File: config.mk
export PLATFORM = sky130hd
export DESIGN_NAME = focus_actuator_command_sequencer
export DESIGN_NICKNAME = d
export VERILOG_FILES = /design/src/sv/facs_pkg.sv /design/src/sv/focus_actuator_command_sequencer.sv /design/src/sv/facs_front.sv /design/src/sv/facs_queue.sv /design/src/sv/facs_back.sv
export SDC_FILE = /design/constraint.sdc
export NUM_CORES = 1
export LEC_CHECK = 0
export BUFFER_PORTS_ARGS = -buffer_cell sky130_fd_sc_hd__buf_2
export CAP_MARGIN = 5
export CORE_ASPECT_RATIO = 1.2
export CORE_MARGIN = 4
export CORE_UTILIZATION = 30
export DETAILED_ROUTE_END_ITERATION = 16
export HOLD_SLACK_MARGIN = 0.08
export PLACE_DENSITY = 0.5
export SYNTH_ARGS = -nofsm -noshare
export SYNTH_HDL_FRONTEND = slang
export SYNTH_SLANG_ARGS = --single-unit
File: constraint.sdc
create_clock -name clk -period 7.5 [get_ports clk]
set_input_delay 1.875 -clock clk [delete_from_list [all_inputs] [get_ports clk]]
set_output_delay 1.875 -clock clk [all_outputs]
set_load 0.01 [all_outputs]
File: src/sv/facs_pkg.sv
// Shared types, codes and command tables for the focus actuator command sequencer.
// Used by facs_front, facs_queue, facs_back and the top level; depends on nothing.
`timescale 1ns / 1ps
`default_nettype none

package facs_pkg;

	localparam logic [1:0] KIND_MOVE    = 2'd0;
	localparam logic [1:0] KIND_OPEN    = 2'd1;
	localparam logic [1:0] KIND_RELEASE = 2'd2;
	localparam logic [1:0] KIND_TICK    = 2'd3;

	localparam logic [1:0] STATUS_OK        = 2'd0;
	localparam logic [1:0] STATUS_RANGE     = 2'd1;
	localparam logic [1:0] STATUS_AT_TARGET = 2'd2;

	localparam logic CFG_INFINITY = 1'b0;
	localparam logic CFG_MACRO    = 1'b1;

	localparam logic [15:0] RAMP_COARSE_ABOVE = 16'd300;
	localparam logic [15:0] RAMP_COARSE_STEP  = 16'd30;
	localparam logic [15:0] RAMP_FINE_ABOVE   = 16'd5;
	localparam logic [15:0] RAMP_FINE_STEP    = 16'd5;

	localparam logic [3:0] SLEW_INIT    = 4'hF;
	localparam logic [3:0] SLEW_RELEASE = 4'hD;
	localparam logic [3:0] SLEW_DRIVE   = 4'h5;

	localparam logic [15:0] CMD_POWER_DOWN = 16'h8000;

	typedef enum logic [3:0] {
		MODE_DISABLED  = 4'b0001,
		MODE_INIT      = 4'b0010,
		MODE_DRIVING   = 4'b0100,
		MODE_RELEASING = 4'b1000
	} mode_t;

	typedef enum logic [2:0] {
		OPEN_CLOSED = 3'b001,
		OPEN_FRESH  = 3'b010,
		OPEN_IN_USE = 3'b100
	} open_t;

	typedef enum logic [1:0] {
		SEQ_NONE  = 2'd0,
		SEQ_INIT  = 2'd1,
		SEQ_DRIVE = 2'd2
	} seq_t;

	typedef struct packed {
		logic [1:0]  kind;
		logic [9:0]  target_position;
		logic [15:0] readback_position;
	} item_t;

	typedef struct packed {
		logic        has_command;
		logic [7:0]  command_high;
		logic [7:0]  command_low;
		logic [1:0]  result_status;
		logic [15:0] current_position;
		logic        is_open;
		logic        ramp_active;
		logic        last_of_run;
	} result_t;

	typedef struct packed {
		seq_t        seq;
		logic        has_tail;
		logic [15:0] tail_word;
		logic [1:0]  status;
		logic [15:0] position;
		logic        is_open;
		logic        ramp_active;
	} job_t;

	function automatic logic [2:0] seq_length(input seq_t seq);
		case (seq)
			SEQ_INIT:  return 3'd5;
			SEQ_DRIVE: return 3'd4;
			default:   return 3'd0;
		endcase
	endfunction

	function automatic logic [15:0] seq_word(input seq_t seq, input logic [2:0] idx);
		logic [15:0] word;
		word = 16'h0000;
		if (seq == SEQ_INIT) begin
			case (idx)
				3'd0:    word = 16'h0000;
				3'd1:    word = 16'hECA3;
				3'd2:    word = 16'hA105;
				3'd3:    word = 16'hF280;
				3'd4:    word = 16'hDC51;
				default: word = 16'h0000;
			endcase
		end else if (seq == SEQ_DRIVE) begin
			case (idx)
				3'd0:    word = 16'hECA3;
				3'd1:    word = 16'hA105;
				3'd2:    word = 16'hF200;
				3'd3:    word = 16'hDC51;
				default: word = 16'h0000;
			endcase
		end
		return word;
	endfunction

endpackage

`default_nettype wire

File: src/sv/focus_actuator_command_sequencer.sv
// Top level of the focus actuator command sequencer: front part, job queue and
// back part. Depends on facs_pkg, facs_front, facs_queue and facs_back.
//
// Requests (move, device opened, release, ramp tick) enter on item/item_valid and
// are taken at any edge where item_stall is low. Each request yields one to six
// results on result/result_valid, one result per cycle unless stalled, with the
// final one flagged by last_of_run. A request's first result passes through the
// queue and the registered output stage; the request holds the back part until
// all its results are out. The front takes a new request every cycle while the
// queue of QUEUE_DEPTH jobs has room. The limits are written through cfg_we,
// cfg_index and cfg_wdata; the user must write them only while idle, which the
// block does not enforce. Reset clears the actuator state, sets the limits to 0
// and 1023 and empties the queue and output stage. With result_stall held high,
// the result stays unchanged, the queue fills, and item_stall rises once it is full.
`timescale 1ns / 1ps
`default_nettype none

module focus_actuator_command_sequencer #(
	parameter int QUEUE_DEPTH = 4
) (
	input  wire logic             clk,
	input  wire logic             arst_n,
	input  wire logic             cfg_we,
	input  wire logic             cfg_index,
	input  wire logic [9:0]       cfg_wdata,
	input  wire logic             item_valid,
	output logic                  item_stall,
	input  wire facs_pkg::item_t  item,
	output logic                  result_valid,
	input  wire logic             result_stall,
	output facs_pkg::result_t     result
);

	logic           queue_full;
	logic           push;
	facs_pkg::job_t push_job;
	logic           pop;
	logic           nonempty;
	facs_pkg::job_t head;

	facs_front u_front (
		.clk        (clk),
		.arst_n     (arst_n),
		.cfg_we     (cfg_we),
		.cfg_index  (cfg_index),
		.cfg_wdata  (cfg_wdata),
		.item_valid (item_valid),
		.item_stall (item_stall),
		.item       (item),
		.queue_full (queue_full),
		.push       (push),
		.push_job   (push_job)
	);

	facs_queue #(
		.DEPTH (QUEUE_DEPTH)
	) u_queue (
		.clk      (clk),
		.arst_n   (arst_n),
		.push     (push),
		.push_job (push_job),
		.full     (queue_full),
		.pop      (pop),
		.nonempty (nonempty),
		.head     (head)
	);

	facs_back u_back (
		.clk          (clk),
		.arst_n       (arst_n),
		.nonempty     (nonempty),
		.head         (head),
		.pop          (pop),
		.result_valid (result_valid),
		.result_stall (result_stall),
		.result       (result)
	);

endmodule

`default_nettype wire

File: src/sv/facs_front.sv
// Front part: takes requests, holds limits and actuator state, and classifies each
// request into a job for the back part. Depends on facs_pkg.
`timescale 1ns / 1ps
`default_nettype none

module facs_front (
	input  wire logic          clk,
	input  wire logic          arst_n,
	input  wire logic          cfg_we,
	input  wire logic          cfg_index,
	input  wire logic [9:0]    cfg_wdata,
	input  wire logic          item_valid,
	output logic               item_stall,
	input  wire facs_pkg::item_t item,
	input  wire logic          queue_full,
	output logic               push,
	output facs_pkg::job_t     push_job
);

	logic [9:0]       infinity_q;
	logic [9:0]       macro_q;
	logic [15:0]      lens_q;
	facs_pkg::mode_t  mode_q;
	facs_pkg::mode_t  prog_q;
	facs_pkg::open_t  open_q;
	logic             ramp_q;

	logic [15:0]      lens_n;
	facs_pkg::mode_t  mode_n;
	facs_pkg::mode_t  prog_n;
	facs_pkg::open_t  open_n;
	logic             ramp_n;

	logic [15:0]      ramp_next;
	logic [15:0]      mv_target;
	logic             out_of_range;

	assign item_stall = queue_full;
	assign push       = item_valid && !queue_full;

	assign ramp_next = lens_q - ((lens_q > facs_pkg::RAMP_COARSE_ABOVE) ?
		facs_pkg::RAMP_COARSE_STEP : facs_pkg::RAMP_FINE_STEP);
	assign mv_target = (item.kind == facs_pkg::KIND_MOVE) ?
		{6'd0, item.target_position} : ramp_next;
	assign out_of_range = (mv_target > {6'd0, macro_q}) || (mv_target < {6'd0, infinity_q});

	always_comb begin
		logic             do_move;
		logic             do_power_down;
		logic             pos_write;
		facs_pkg::mode_t  mode1;
		logic [15:0]      lens1;
		facs_pkg::open_t  open1;
		logic [3:0]       slew;

		lens_n = lens_q;
		mode_n = mode_q;
		prog_n = prog_q;
		open_n = open_q;
		ramp_n = ramp_q;
		do_move = 1'b0;
		do_power_down = 1'b0;
		pos_write = 1'b0;
		mode1 = mode_q;
		lens1 = lens_q;
		open1 = open_q;
		slew = facs_pkg::SLEW_DRIVE;
		push_job.seq = facs_pkg::SEQ_NONE;
		push_job.has_tail = 1'b0;
		push_job.tail_word = 16'h0000;
		push_job.status = facs_pkg::STATUS_OK;

		case (item.kind)
			facs_pkg::KIND_MOVE: begin
				do_move = 1'b1;
			end
			facs_pkg::KIND_OPEN: begin
				open_n = facs_pkg::OPEN_FRESH;
				ramp_n = 1'b0;
			end
			facs_pkg::KIND_RELEASE: begin
				mode_n = facs_pkg::MODE_RELEASING;
				open_n = facs_pkg::OPEN_CLOSED;
				ramp_n = 1'b1;
			end
			default: begin
				if (ramp_q) begin
					if (lens_q > facs_pkg::RAMP_FINE_ABOVE) begin
						if (out_of_range) begin
							push_job.status = facs_pkg::STATUS_RANGE;
							do_power_down = 1'b1;
						end else begin
							do_move = 1'b1;
						end
					end else begin
						do_power_down = 1'b1;
					end
				end
			end
		endcase

		if (do_power_down) begin
			mode_n = facs_pkg::MODE_DISABLED;
			ramp_n = 1'b0;
			push_job.has_tail = 1'b1;
			push_job.tail_word = facs_pkg::CMD_POWER_DOWN;
		end

		if (do_move) begin
			if (out_of_range) begin
				push_job.status = facs_pkg::STATUS_RANGE;
			end else begin
				if (open_q == facs_pkg::OPEN_FRESH) begin
					mode1 = facs_pkg::MODE_INIT;
					lens1 = item.readback_position;
					open1 = facs_pkg::OPEN_IN_USE;
				end
				mode_n = mode1;
				lens_n = lens1;
				open_n = open1;
				if (lens1 == mv_target && mode1 != facs_pkg::MODE_INIT) begin
					push_job.status = facs_pkg::STATUS_AT_TARGET;
				end else begin
					pos_write = 1'b1;
					if (mode1 == facs_pkg::MODE_INIT && prog_q != facs_pkg::MODE_INIT) begin
						push_job.seq = facs_pkg::SEQ_INIT;
						if (mv_target == 16'd0) begin
							mode_n = facs_pkg::MODE_DRIVING;
							prog_n = facs_pkg::MODE_DISABLED;
							pos_write = 1'b0;
						end else begin
							prog_n = facs_pkg::MODE_INIT;
						end
					end else if (mode1 == facs_pkg::MODE_RELEASING &&
						prog_q != facs_pkg::MODE_RELEASING) begin
						prog_n = facs_pkg::MODE_RELEASING;
					end else if (mode1 == facs_pkg::MODE_DRIVING &&
						prog_q != facs_pkg::MODE_DRIVING) begin
						push_job.seq = facs_pkg::SEQ_DRIVE;
						prog_n = facs_pkg::MODE_DRIVING;
					end
					if (mode1 == facs_pkg::MODE_INIT) begin
						slew = facs_pkg::SLEW_INIT;
					end else if (mode1 == facs_pkg::MODE_RELEASING) begin
						slew = facs_pkg::SLEW_RELEASE;
					end
					if (pos_write) begin
						push_job.has_tail = 1'b1;
						push_job.tail_word = {2'b00, mv_target[9:4], mv_target[3:0], slew};
						lens_n = {6'd0, mv_target[9:0]};
						if (mode1 == facs_pkg::MODE_INIT) begin
							mode_n = facs_pkg::MODE_DRIVING;
						end
					end
				end
			end
		end

		push_job.position = lens_n;
		push_job.is_open = (open_n != facs_pkg::OPEN_CLOSED);
		push_job.ramp_active = ramp_n;
	end

	always_ff @(posedge clk or negedge arst_n) begin
		if (!arst_n) begin
			infinity_q <= 10'd0;
			macro_q <= 10'd1023;
		end else if (cfg_we) begin
			if (cfg_index == facs_pkg::CFG_INFINITY) begin
				infinity_q <= cfg_wdata;
			end else begin
				macro_q <= cfg_wdata;
			end
		end
	end

	always_ff @(posedge clk or negedge arst_n) begin
		if (!arst_n) begin
			lens_q <= 16'd0;
			mode_q <= facs_pkg::MODE_DISABLED;
			prog_q <= facs_pkg::MODE_DISABLED;
			open_q <= facs_pkg::OPEN_CLOSED;
			ramp_q <= 1'b0;
		end else if (push) begin
			lens_q <= lens_n;
			mode_q <= mode_n;
			prog_q <= prog_n;
			open_q <= open_n;
			ramp_q <= ramp_n;
		end
	end

endmodule

`default_nettype wire

File: src/sv/facs_queue.sv
// Short job queue between the front and back parts of the sequencer.
// Depends on facs_pkg for the job type.
`timescale 1ns / 1ps
`default_nettype none

module facs_queue #(
	parameter int DEPTH = 4
) (
	input  wire logic           clk,
	input  wire logic           arst_n,
	input  wire logic           push,
	input  wire facs_pkg::job_t push_job,
	output logic                full,
	input  wire logic           pop,
	output logic                nonempty,
	output facs_pkg::job_t      head
);

	localparam int PW = $clog2(DEPTH);
	localparam int CW = $clog2(DEPTH + 1);

	facs_pkg::job_t entries [DEPTH];
	logic [PW-1:0]  wr_ptr_q;
	logic [PW-1:0]  rd_ptr_q;
	logic [CW-1:0]  count_q;

	assign full     = (count_q == CW'(DEPTH));
	assign nonempty = (count_q != '0);
	assign head     = entries[rd_ptr_q];

	always_ff @(posedge clk) begin
		if (push) begin
			entries[wr_ptr_q] <= push_job;
		end
	end

	always_ff @(posedge clk or negedge arst_n) begin
		if (!arst_n) begin
			wr_ptr_q <= '0;
			rd_ptr_q <= '0;
			count_q <= '0;
		end else begin
			if (push) begin
				wr_ptr_q <= (wr_ptr_q == PW'(DEPTH - 1)) ? '0 : wr_ptr_q + 1'b1;
			end
			if (pop) begin
				rd_ptr_q <= (rd_ptr_q == PW'(DEPTH - 1)) ? '0 : rd_ptr_q + 1'b1;
			end
			if (push && !pop) begin
				count_q <= count_q + 1'b1;
			end else if (pop && !push) begin
				count_q <= count_q - 1'b1;
			end
		end
	end

endmodule

`default_nettype wire

File: src/sv/facs_back.sv
// Back part: expands the job at the queue head into bus command results, one per
// cycle unless stalled, into a registered output stage. Depends on facs_pkg.
`timescale 1ns / 1ps
`default_nettype none

module facs_back (
	input  wire logic           clk,
	input  wire logic           arst_n,
	input  wire logic           nonempty,
	input  wire facs_pkg::job_t head,
	output logic                pop,
	output logic                result_valid,
	input  wire logic           result_stall,
	output facs_pkg::result_t   result
);

	logic [2:0]        idx_q;
	logic              result_valid_q;
	facs_pkg::result_t result_q;

	logic [2:0]        seq_len;
	logic [2:0]        total;
	logic              last;
	logic              advance;
	logic              emit;
	logic [15:0]       word;
	facs_pkg::result_t built;

	assign seq_len = facs_pkg::seq_length(head.seq);
	assign total   = seq_len + {2'b00, head.has_tail};
	assign last    = (total == 3'd0) || (idx_q == total - 3'd1);
	assign advance = !result_valid_q || !result_stall;
	assign emit    = advance && nonempty;
	assign pop     = emit && last;
	assign word    = (idx_q < seq_len) ? facs_pkg::seq_word(head.seq, idx_q) : head.tail_word;

	always_comb begin
		built.has_command = (total != 3'd0);
		built.command_high = (total != 3'd0) ? word[15:8] : 8'h00;
		built.command_low = (total != 3'd0) ? word[7:0] : 8'h00;
		built.result_status = head.status;
		built.current_position = head.position;
		built.is_open = head.is_open;
		built.ramp_active = head.ramp_active;
		built.last_of_run = last;
	end

	always_ff @(posedge clk) begin
		if (emit) begin
			result_q <= built;
		end
	end

	always_ff @(posedge clk or negedge arst_n) begin
		if (!arst_n) begin
			idx_q <= 3'd0;
			result_valid_q <= 1'b0;
		end else begin
			if (emit) begin
				idx_q <= last ? 3'd0 : idx_q + 3'd1;
				result_valid_q <= 1'b1;
			end else if (advance) begin
				result_valid_q <= 1'b0;
			end
		end
	end

	assign result_valid = result_valid_q;
	assign result = result_q;

endmodule

`default_nettype wire

# Word level (Yosys, flattened, before mapping)

Memory sizes are Yosys's and may differ from the RTL's.
Index checks and enable logic that the tools add are counted.

Logic and storage cells: 165
Memories kept: 1
Flip-flop bits (word level): 97
Bits of input ports: 44
RAM bits: 156
Output and inout port bits: 40

Bitwise gates (word level): 3
$add $sub $neg: 8
Muxes and demuxes: 75
$lt $le $gt $ge: 5
Reduce and logical (&&, ||, !) cells: 31
Equality and inequality tests: 22

Memories:

| name            | depth | width | rd ports | clocked after Yosys merged registers in | wr ports | line             | source |
|---|---|---|---|---|---|---|---|
| u_queue.entries | 4     | 39    | 1        | 0                                       | 1        | facs_queue.sv:22 | `facs_pkg::job_t entries [DEPTH];` |

Operators with widths:

| cell                                                                             | number |
|---|---|
| 16-bit two-way mux                                                               | 11 |
| 16-bit one-hot mux with 4 select lines                                           | 2 |
| 4-bit two-way mux                                                                | 17 |
| 19-bit two-way mux                                                               | 2 |
| 17-bit two-way mux                                                               | 2 |
| 2-bit two-way mux                                                                | 11 |
| 21-bit two-way mux                                                               | 1 |
| 1-bit two-way mux                                                                | 18 |
| 3-bit two-way mux                                                                | 6 |
| 16-bit == test                                                                   | 1 |
| 16-bit by 10-bit greater-than comparator with 1-bit output                       | 1 |
| 16-bit by 3-bit greater-than comparator with 1-bit output, second input constant | 1 |
| 16-bit by 9-bit greater-than comparator with 1-bit output, second input constant | 1 |
| 16-bit logical NOT                                                               | 1 |
| 16-bit by 10-bit less-than comparator with 1-bit output                          | 1 |
| 16-bit subtractor                                                                | 1 |
| 3-bit one-hot mux with 2 select lines                                            | 2 |
| 3-bit by 2-bit == test with 1-bit output, second input constant                  | 3 |
| 1-bit logical AND                                                                | 9 |
| 3-bit nonzero test                                                               | 3 |
| 2-bit == test, second input constant                                             | 4 |
| 4-bit by 2-bit inequality test with 1-bit output, second input constant          | 2 |
| 3-bit by 1-bit adder with 3-bit output, second input constant                    | 2 |
| 3-bit == test, second input constant                                             | 2 |
| 25 further kinds                                                                 | 40 |

# Depth between registers and ports, before layout

Gate-level depths: netlist of the first run.

Depth after elaboration: 21
Mapped depth: 24

# Hierarchy

Synthesis of the first run repeated with hierarchy kept, for this count alone.

Cell total of the unflattened synthesis: 913
Area, all modules: 12518.3 um2

By module, submodules not included:

| module     | area an instance (um2) | instances | cells an instance | sequential area each (um2) |
|---|---|---|---|---|
| facs_queue | 6092.1                 | 1         | 241               | 4859.7 |
| facs_front | 4506.8                 | 1         | 525               | 1217.4 |
| facs_back  | 1919.3                 | 1         | 147               | 1241.2 |

# Worst setup path before layout of the first run

Ideal clock, no wire load.

Path kind: input -> register
Start: input port item[26] (netlist bit)
End: memory u_queue.entries[0][3] (netlist bit), data pin
Data required time: 7.283 ns
Arrival time: 5.670 ns
Setup slack: 1.614 ns
Stages on the path: 18
Path through: inv_1 > ha_1 > buf_2 > buf_2 > a311oi_1 > a211oi_1 > inv_1 > ha_1 > nand2_1 > or2_2 > o32a_1 > o21ai_0 > nand2_1 > nor3_1 > and2b_1 > a21oi_1 > buf_2 > a211oi_1

RTL lines:

| item        | line                                   | source |
|---|---|---|
| from (decl) | focus_actuator_command_sequencer.sv:28 | `input wire facs_pkg::item_t item,` |
| to (decl)   | facs_queue.sv:22                       |  |

==> summary.md, run 1 <==
| Metric | Value |
|---|---|
| CP arrival | `slightly above 7000 ps` |
| CTS sink count | `roughly 250` |
| Vias per cell | `approximately 5.0` |
| Top delay family on crit path | `compound AO/OA/AOI/OAI gates` |
| Largest net degree at the start of global routing | `60` |
| CTS H-tree depth | `1` |
| Tot GR Track Use | `about 14%` |
| CORE AREA | `roughly 0.04 mm^2` |
| Status | `complete, no violations` |
| Max Cap Viol | `0` |
| Final Max Slew Viols | `0` |
| Starting Density | `30.53%` |
| Area Overhead vs Synth | `15.14%` |
| Hold WC Path Type | `reg -> reg` |
| Period minus WS final | `roughly 6900 ps` |
| Vias in the first global route | `8279` |
| Max Fanout on Critical Path | `14` |
| Setup TNS | `0 ps` |
| Slowest cell on crit path | `o31ai_1` |
| Setup Fix Bufs, Post-CTS | `0` |
| CTS root buf | `clkbuf_16` |
| Layout net count | `around 1100` |
| Most used cell, CP | `nand2_1` |
| Post-synthesis cell count | `952` |
| Final setup viols | `0` |
| Grt ovf | `0` |
| First-pass GRT wire length | `49360 um` |
| Routed len/inst | `19.97 um` |
| Syn nets | `~1000` |
| Hold Vio Cnt, Final | `0` |
| Hold path startpoint | `u_queue.count_q[2]` |
| CP cell instances | `nor4_2 > nand2_1 > nor2_1 > ha_1 > nor2b_1 > o2111a_1 > o31a_1 > o31ai_1 > inv_1 > ha_1 > nand2_1 > or2_2 > o32a_1 > o21ai_0 > nand2_1 > nor2_1 > nand2_1 > a2111oi_0 > a41oi_1` |
| CTS max path bufs | `3` |
| Mapped cell area | `0.01223 mm^2` |
| Highest clock rate | `0.1450 GHz` |
| RSZ-0062 raised after global routing | `false` |
| Ys async rst share | `about a quarter` |
| Die height | `approximately 230 um` |
| Total CTS buffers | `26` |
| Least-Margin Pin Slew | `between 1000 and 1500 ps` |
| EDFF count, synth | `186` |
| Synth Warn # | `0` |
| Reg2Reg Launch Point | `u_front.lens_q[11]` |
| Initial antenna violation count | `1` |
| Fin util | `between 30% and 40%` |
| Final Worst Setup Slack | `601.7 ps` |
| Seq cells post-synth | `between 200 and 250` |
| Critical Path Max Stage Delay | `a little over 800 ps` |
| Worst setup SP type | `flip-flop` |
| Die Wd | `a little under 200 um` |
| DP HPWL | `approximately 22000 um` |
| Drt initial violations | `636` |
| Syn avg cell area | `about 13 um^2` |
| Post-CTS resize count | `0` |
| Power density over the cells | `~410 mW/mm^2` |
| Clk Latency, worst-skew pair | `540 ps` |
| Final Cycle Share | `91.98%` |
| Crit end category | `flip-flop` |
| Final ANT Viol Nets | `0` |
| Critical Path RT | `roughly 7700 ps` |
| Post-synth top flop | `edfxtp_1` |
| Clock Skew | `26.45 ps` |
| Via count | `7960` |
| Ratio of cells with drive above 1 in the final layout | `a little under a quarter` |
| Clock-pin slew of the registers on the worst-case setup and hold paths | `about 60 ps` |
| Drt pass-1 iters | `5` |
| DP Worst Slack | `around 600 ps` |
| GPL Wtd Cong | `0.8496` |
| CTS Hold Bufs | `0` |
| Row count | `80` |
| CP Launch Point | `u_front.lens_q[11]` |
| Die area | `0.04406 mm^2` |
| Drt total wl | `approximately 32000 um` |
| Worst setup path class | `reg -> reg` |
| DRC | `0` |
| Synth cell types | `between 80 and 90` |
| Leakage dissipation | `~5.2 nW` |
| Relative max-transition margin | `26.32%` |
| Top Ports | `84` |
| Buf/Inv on CP | `1` |
| Port buffer count | `between 80 and 90` |
| Post-synthesis sequential area ratio | `between 50 and 60%` |
| VDD IR max | `roughly 0.19 mV` |
| CTS tree | `done` |
final timing paths:
| path | slack [ps] | cells past startpoint | endpoint |
|---|---|---|---|
| min in group asynchronous | 1520 | 2 | u_front.lens_q[10] |
| hold / removal | 490 | 1 | u_queue.count_q[2] |
| max in group asynchronous | 5320 | 2 | u_queue.rd_ptr_q[0] |
| hold reg to reg | 490 | 1 | u_queue.count_q[2] |
| setup reg to reg | 600 | 19 | u_queue.entries[1][1] |
| setup / recovery | 600 | 19 | u_queue.entries[1][1] |
cells in the mapped netlist (3+ instances only):
cell type	number	area share, %
xor2_1	9	0.64
o21ai_1	4	0.16
dfstp_2	13	2.8
nor4_1	14	0.72
edfxtp_1	186	46
mux2_2	20	1.8
or3_1	5	0.26
o31ai_1	8	0.49
nor3_1	16	0.66
o41ai_1	3	0.21
a21oi_1	38	1.6
a21o_1	8	0.49
o2111ai_1	4	0.29
nor2_1	64	2.0
dfrtp_1	46	9.4
buf_1	5	0.15
nand4_1	5	0.26
inv_2	4	0.12
and3_1	5	0.26
a2111oi_4	3	0.68
a22oi_1	3	0.18
a221oi_1	4	0.29
nor2b_1	7	0.36
nor4_2	3	0.31
xnor2_1	16	1.1
mux4_2	37	6.8
ha_1	44	4.5
a31oi_1	7	0.36
buf_2	12	0.49
nand2b_1	4	0.20
nand3_1	21	0.86
nor3b_1	7	0.43
or4_1	5	0.31
a32o_1	12	0.98
inv_1	60	1.8
clkbuf_1	29	0.89
mux2i_1	12	0.98
buf_6	3	0.28
and2_1	10	0.51
o21ai_0	46	1.9
a211oi_1	15	0.92
nand2_1	85	2.6
layout by cell type, fill, tap and decap left out, drive strengths merged, types with 6 or more instances in the layout:
| cell | netlist | layout |
|---|---|---|
| a211oi | 17 | 17 |
| a21o | 8 | 8 |
| a21oi | 38 | 38 |
| a221oi | 6 | 6 |
| a31oi | 8 | 8 |
| a32o | 12 | 12 |
| and2 | 10 | 10 |
| buf | 22 | 102 |
| clkbuf | 29 | 40 |
| clkinv | 0 | 6 |
| dfrtp | 46 | 46 |
| dfstp | 13 | 13 |
| edfxtp | 186 | 186 |
| ha | 44 | 44 |
| inv | 64 | 64 |
| mux2 | 21 | 21 |
| mux2i | 12 | 12 |
| mux4 | 37 | 37 |
| nand2 | 87 | 87 |
| nand3 | 21 | 21 |
| nor2 | 64 | 64 |
| nor2b | 7 | 7 |
| nor3 | 16 | 16 |
| nor3b | 8 | 8 |
| nor4 | 18 | 18 |
| o21ai | 51 | 51 |
| o31ai | 8 | 8 |
| xnor2 | 16 | 16 |
| xor2 | 9 | 9 |
metal layers:
| metal | vias to the layer above | share of wire [%] | track usage, % |
|---|---|---|---|
| li1 | 3739 | - | - |
| met1 | 3958 | 44 | 19.54 |
| met2 | 214 | 48 | 23.03 |
| met3 | 47 | 5.2 | 2.467 |
| met4 | 2 | 2.7 | 4.525 |
| met5 | - | 0.041 | 0 |
worst register-to-register path: cells and delay by family (launching register included):
family | cells | cell delay [ps]
AO/OA/AOI/OAI | 7 | 2660
AND/OR/NAND/NOR | 9 | 2460
adder cells (fa/ha/maj) | 2 | 650
flip-flops | 1 | 530
buffers and inverters | 1 | 250
flip-flops by register name, summed over array words and instances, names as in the netlist, 3 cells and up:
register,flops
u_queue.count_q,3
u_front.macro_q,10
u_back.idx_q,3
u_front.mode_q,4
u_front.prog_q,4
u_front.open_q,3
u_front.infinity_q,10
u_back.result,38
u_front.lens_q,16
u_queue.entries,148
power breakdown:
part	switching [mW]	internal [mW]	total, mW
clock network	0.528	0.745	1.27
logic	1.40	0.899	2.30
registers	0.231	2.00	2.24
total	2.16	3.65	5.81
kinds of logic (layout without fill, tap and decap cells):
kind of cell               count (synthesis)  after routing  share of synthesized area (%)
and+or+nand+nor                          268            268                          10.98
AOI/OAI and AO/OA                        183            183                          10.87
adders and majority gates                 46             46                          4.831
xor gates and xnor gates                  25             25                          1.791
muxes                                     70             70                          9.733
DFF                                      245            245                          57.90
other                                      0              1                              0
buffers and inverters                    115            214                          3.899
per-stage QoR:
| step | total power [mW] | std cells | instance area [um^2] | hold slack (ps) |
|---|---|---|---|---|
| detailed placement | 4.594 | 1536 | 13230 | 479.8 |
| CTS | 5.893 | 1584 | 14070 | 488.5 |
| global route | 6.210 | 1584 | 14070 | 520.3 |
| global placement | 4.588 | 1536 | 13230 | 469.7 |
| finish | 5.808 | 1585 | 14080 | 489.4 |
| floorplan | 3.831 | 952 | 12230 | 456.0 |
cell type report:
cell class,instances,area [um^2]
Antenna cell,1,2.502
Clock buffer,40,733.2
Clock inverter,8,108.9
Fill cell,3963,25960
Inverter,64,240.2
Multi-Input combinational cell,592,4687
Sequential cell,245,7079
Tap cell,533,666.9
Timing Repair Buffer,102,558.0
Power figures use the tool's default switching activity.
==> run 2: changes to the inputs <==
- clock period: 7.5 -> 6.87 ns (I/O delays scaled with it)
==> summary.md, run 2 (synthesis results as in run 1) <==
| Metric | Value |
|---|---|
| Status | `complete, no violations (unchanged)` |
| VDD IR max | `0.2126 mV (was 0.1890 mV)` |
| Starting Density | `30.53% (unchanged)` |
| Max Fanout on Critical Path | `11 (was 14)` |
| Layout net count | `1129 (was 1121)` |
| Via count | `7996 (was 7960)` |
| Die Wd | `192.3 um (unchanged)` |
| Hold Vio Cnt, Final | `0 (unchanged)` |
| Clock network power share | `22.5% (was 21.9%)` |
| Drt pass-1 iters | `5 (unchanged)` |
| CP arrival | `6550 ps (was 7110 ps)` |
| Commonest non-fill, non-tap cell in the layout | `edfxtp_1 (unchanged)` |
| Hold path startpoint | `u_queue.count_q[2] (unchanged)` |
| Ratio of cells with drive above 1 in the final layout | `24.08% (was 22.84%)` |
| Grt ovf | `0 (unchanged)` |
| Layout filler cell count | `3979 (was 3963)` |
| Final Cycle Share | `91.28% (was 91.98%)` |
| Worst setup SP type | `flip-flop (unchanged)` |
| Post-CTS resize count | `0 (unchanged)` |
| Top reg by flops | `u_queue.entries (unchanged)` |
| Die area | `0.04406 mm^2 (unchanged)` |
| Max FFs per register | `148 (unchanged)` |
| Area Overhead vs Synth | `15.86% (was 15.14%)` |
| Critical Path RT | `7150 ps (was 7710 ps)` |
| Drt total wl | `31470 um (was 31650 um)` |
| RSZ-0062 raised after global routing | `false (unchanged)` |
| CTS max path bufs | `3 (unchanged)` |
| Routed len/inst | `19.76 um (was 19.97 um)` |
| CTS Hold Bufs | `0 (unchanged)` |
| Switch share | `37.19% (about the same)` |
| Vias per cell | `5.023 (was 5.022)` |
| Clk Latency, worst-skew pair | `540 ps (about the same)` |
| Reg2Reg Launch Point | `u_front.lens_q[10] (was u_front.lens_q[11])` |
| Int Pwr | `4.028 mW (was 3.648 mW)` |
| CTS tree | `done (unchanged)` |
| Row count | `80 (unchanged)` |
| Placed cells | `1543 (was 1536)` |
| Final setup viols | `0 (unchanged)` |
| Top Ports | `84 (unchanged)` |
| Seq pwr share | `37.5% (was 38.5%)` |
| Setup TNS | `0 ps (unchanged)` |
| Max Cap Viol | `0 (unchanged)` |
| Highest clock rate | `0.1595 GHz (was 0.1450 GHz)` |
| Most frequent cells in the layout | `186 x edfxtp_1, 85 x nand2_1, 83 x buf_2, 64 x nor2_1, 59 x inv_1 (unchanged)` |
| Power density over the cells | `452.7 mW/mm^2 (was 412.6 mW/mm^2)` |
| Clock Skew | `17.86 ps (was 26.45 ps)` |
| Hold WC Path Type | `reg -> reg (unchanged)` |
| Crit end category | `flip-flop (unchanged)` |
| Period minus WS final | `6271 ps (was 6898 ps)` |
| Worst setup path class | `reg -> reg (unchanged)` |
| Least-Margin Pin Slew | `1073 ps (was 1105 ps)` |
| CTS H-tree depth | `1 (unchanged)` |
| GPL Wtd Cong | `0.8862 (was 0.8496)` |
| Tot GR Track Use | `14.25% (about the same)` |
| Setup Fix Bufs, Post-CTS | `0 (unchanged)` |
| CP Launch Point | `u_front.lens_q[10] (was u_front.lens_q[11])` |
| First-pass GRT wire length | `49230 um (was 49360 um)` |
| Antenna cells | `0 (was 1)` |
| Post-route total power | `6.412 mW (was 5.808 mW)` |
| CTS root buf | `clkbuf_16 (unchanged)` |
| Area taken by multi-input logic gates | `0.004687 mm^2 (unchanged)` |
| Sw Pwr | `2.384 mW (was 2.160 mW)` |
| Final Max Slew Viols | `0 (unchanged)` |
| Relative max-transition margin | `28.44% (was 26.32%)` |
| Combinational Power Share | `40.0% (was 39.6%)` |
| Largest net degree at the start of global routing | `60 (unchanged)` |
| Final ANT Viol Nets | `0 (unchanged)` |
| CTS sink count | `245 (unchanged)` |
| Die height | `229.1 um (unchanged)` |
| Non-filler instance count after layout | `1592 (was 1585)` |
| Seq. cell area | `0.007079 mm^2 (unchanged)` |
| Vias in the first global route | `8148 (was 8279)` |
| Leakage dissipation | `5.257 nW (was 5.207 nW)` |
| DP HPWL | `22410 um (was 22340 um)` |
| DRC | `0 (unchanged)` |
| Total CTS buffers | `27 (was 26)` |
| Port buffer count | `83 (unchanged)` |
| Drt initial violations | `539 (was 636)` |
| Placed Instance Area | `0.01328 mm^2 (was 0.01323 mm^2)` |
| Clock-pin slew of the registers on the worst-case setup and hold paths | `70 ps (was 60 ps)` |
| Initial antenna violation count | `0 (was 1)` |
| Design area | `0.01416 mm^2 (was 0.01408 mm^2)` |
| CORE AREA | `0.04004 mm^2 (unchanged)` |
run 2: path summary, 6_finish.rpt:
kind | end | slack, ps | depth (start not counted)
setup / recovery | u_queue.entries[0][7] | 600 | 18
hold / removal | u_queue.count_q[2] | 490 | 1
setup reg to reg | u_queue.entries[0][7] | 600 | 18
hold reg to reg | u_queue.count_q[2] | 490 | 1
max in group asynchronous | u_queue.rd_ptr_q[0] | 4840 | 2
min in group asynchronous | u_front.lens_q[10] | 1370 | 2
run 2: power by group through the flow:
stage | logic (mW) | registers (mW) | clock network [mW]
global route | 2.87 | 2.46 | 1.54
finish | 2.57 | 2.40 | 1.44
detailed placement | 2.61 | 2.44 | 0
global placement | 2.60 | 2.44 | 0
CTS | 2.62 | 2.41 | 1.48
floorplan | 1.78 | 2.40 | 0
run 2: metal layers:
| metal | vias up | part of all wire (%) | track usage (%) |
|---|---|---|---|
| met4 | 0 | 2.5 | 4.102 |
| met1 | 3954 | 45 | 19.64 |
| met2 | 219 | 48 | 23.24 |
| met5 | - | 0 | 0 |
| li1 | 3772 | - | - |
| met3 | 51 | 5.5 | 2.330 |
run 2: stage by stage:
stage | hold slack, ps | utilization [%] | setup WS [ps]
global placement | 471.4 | 33.18 | 656.8
global route | 510.6 | 35.38 | 162.5
CTS | 488.3 | 35.38 | 630.7
detailed placement | 475.4 | 33.18 | 514.1
floorplan | 456.0 | - | 1141
finish | 486.0 | 35.38 | 599.0
run 2: critical path, stage by stage, from the launching register on:
cell	delay (ps)
dfrtp_1	480
nor4_2	420
nand2_1	180
nor2_1	380
ha_1	310
nor2b_1	170
o2111a_1	350
o31a_1	280
o31ai_1	300
inv_1	200
ha_1	310
nand2_1	50
or2_2	300
o32a_1	340
o21ai_0	150
nand2_1	220
nor4_1	620
a21oi_1	400
a211oi_1	540
run 2: cell type report:
type / instances / area share [%]
clock inverters: 21 / 1.422
repair buffers: 109 / 4.311
multi-input cells: 592 / 33.09
clock buffers: 28 / 4.796
inverters: 64 / 1.696
flip-flops and latches: 245 / 49.98
well taps: 533 / 4.708
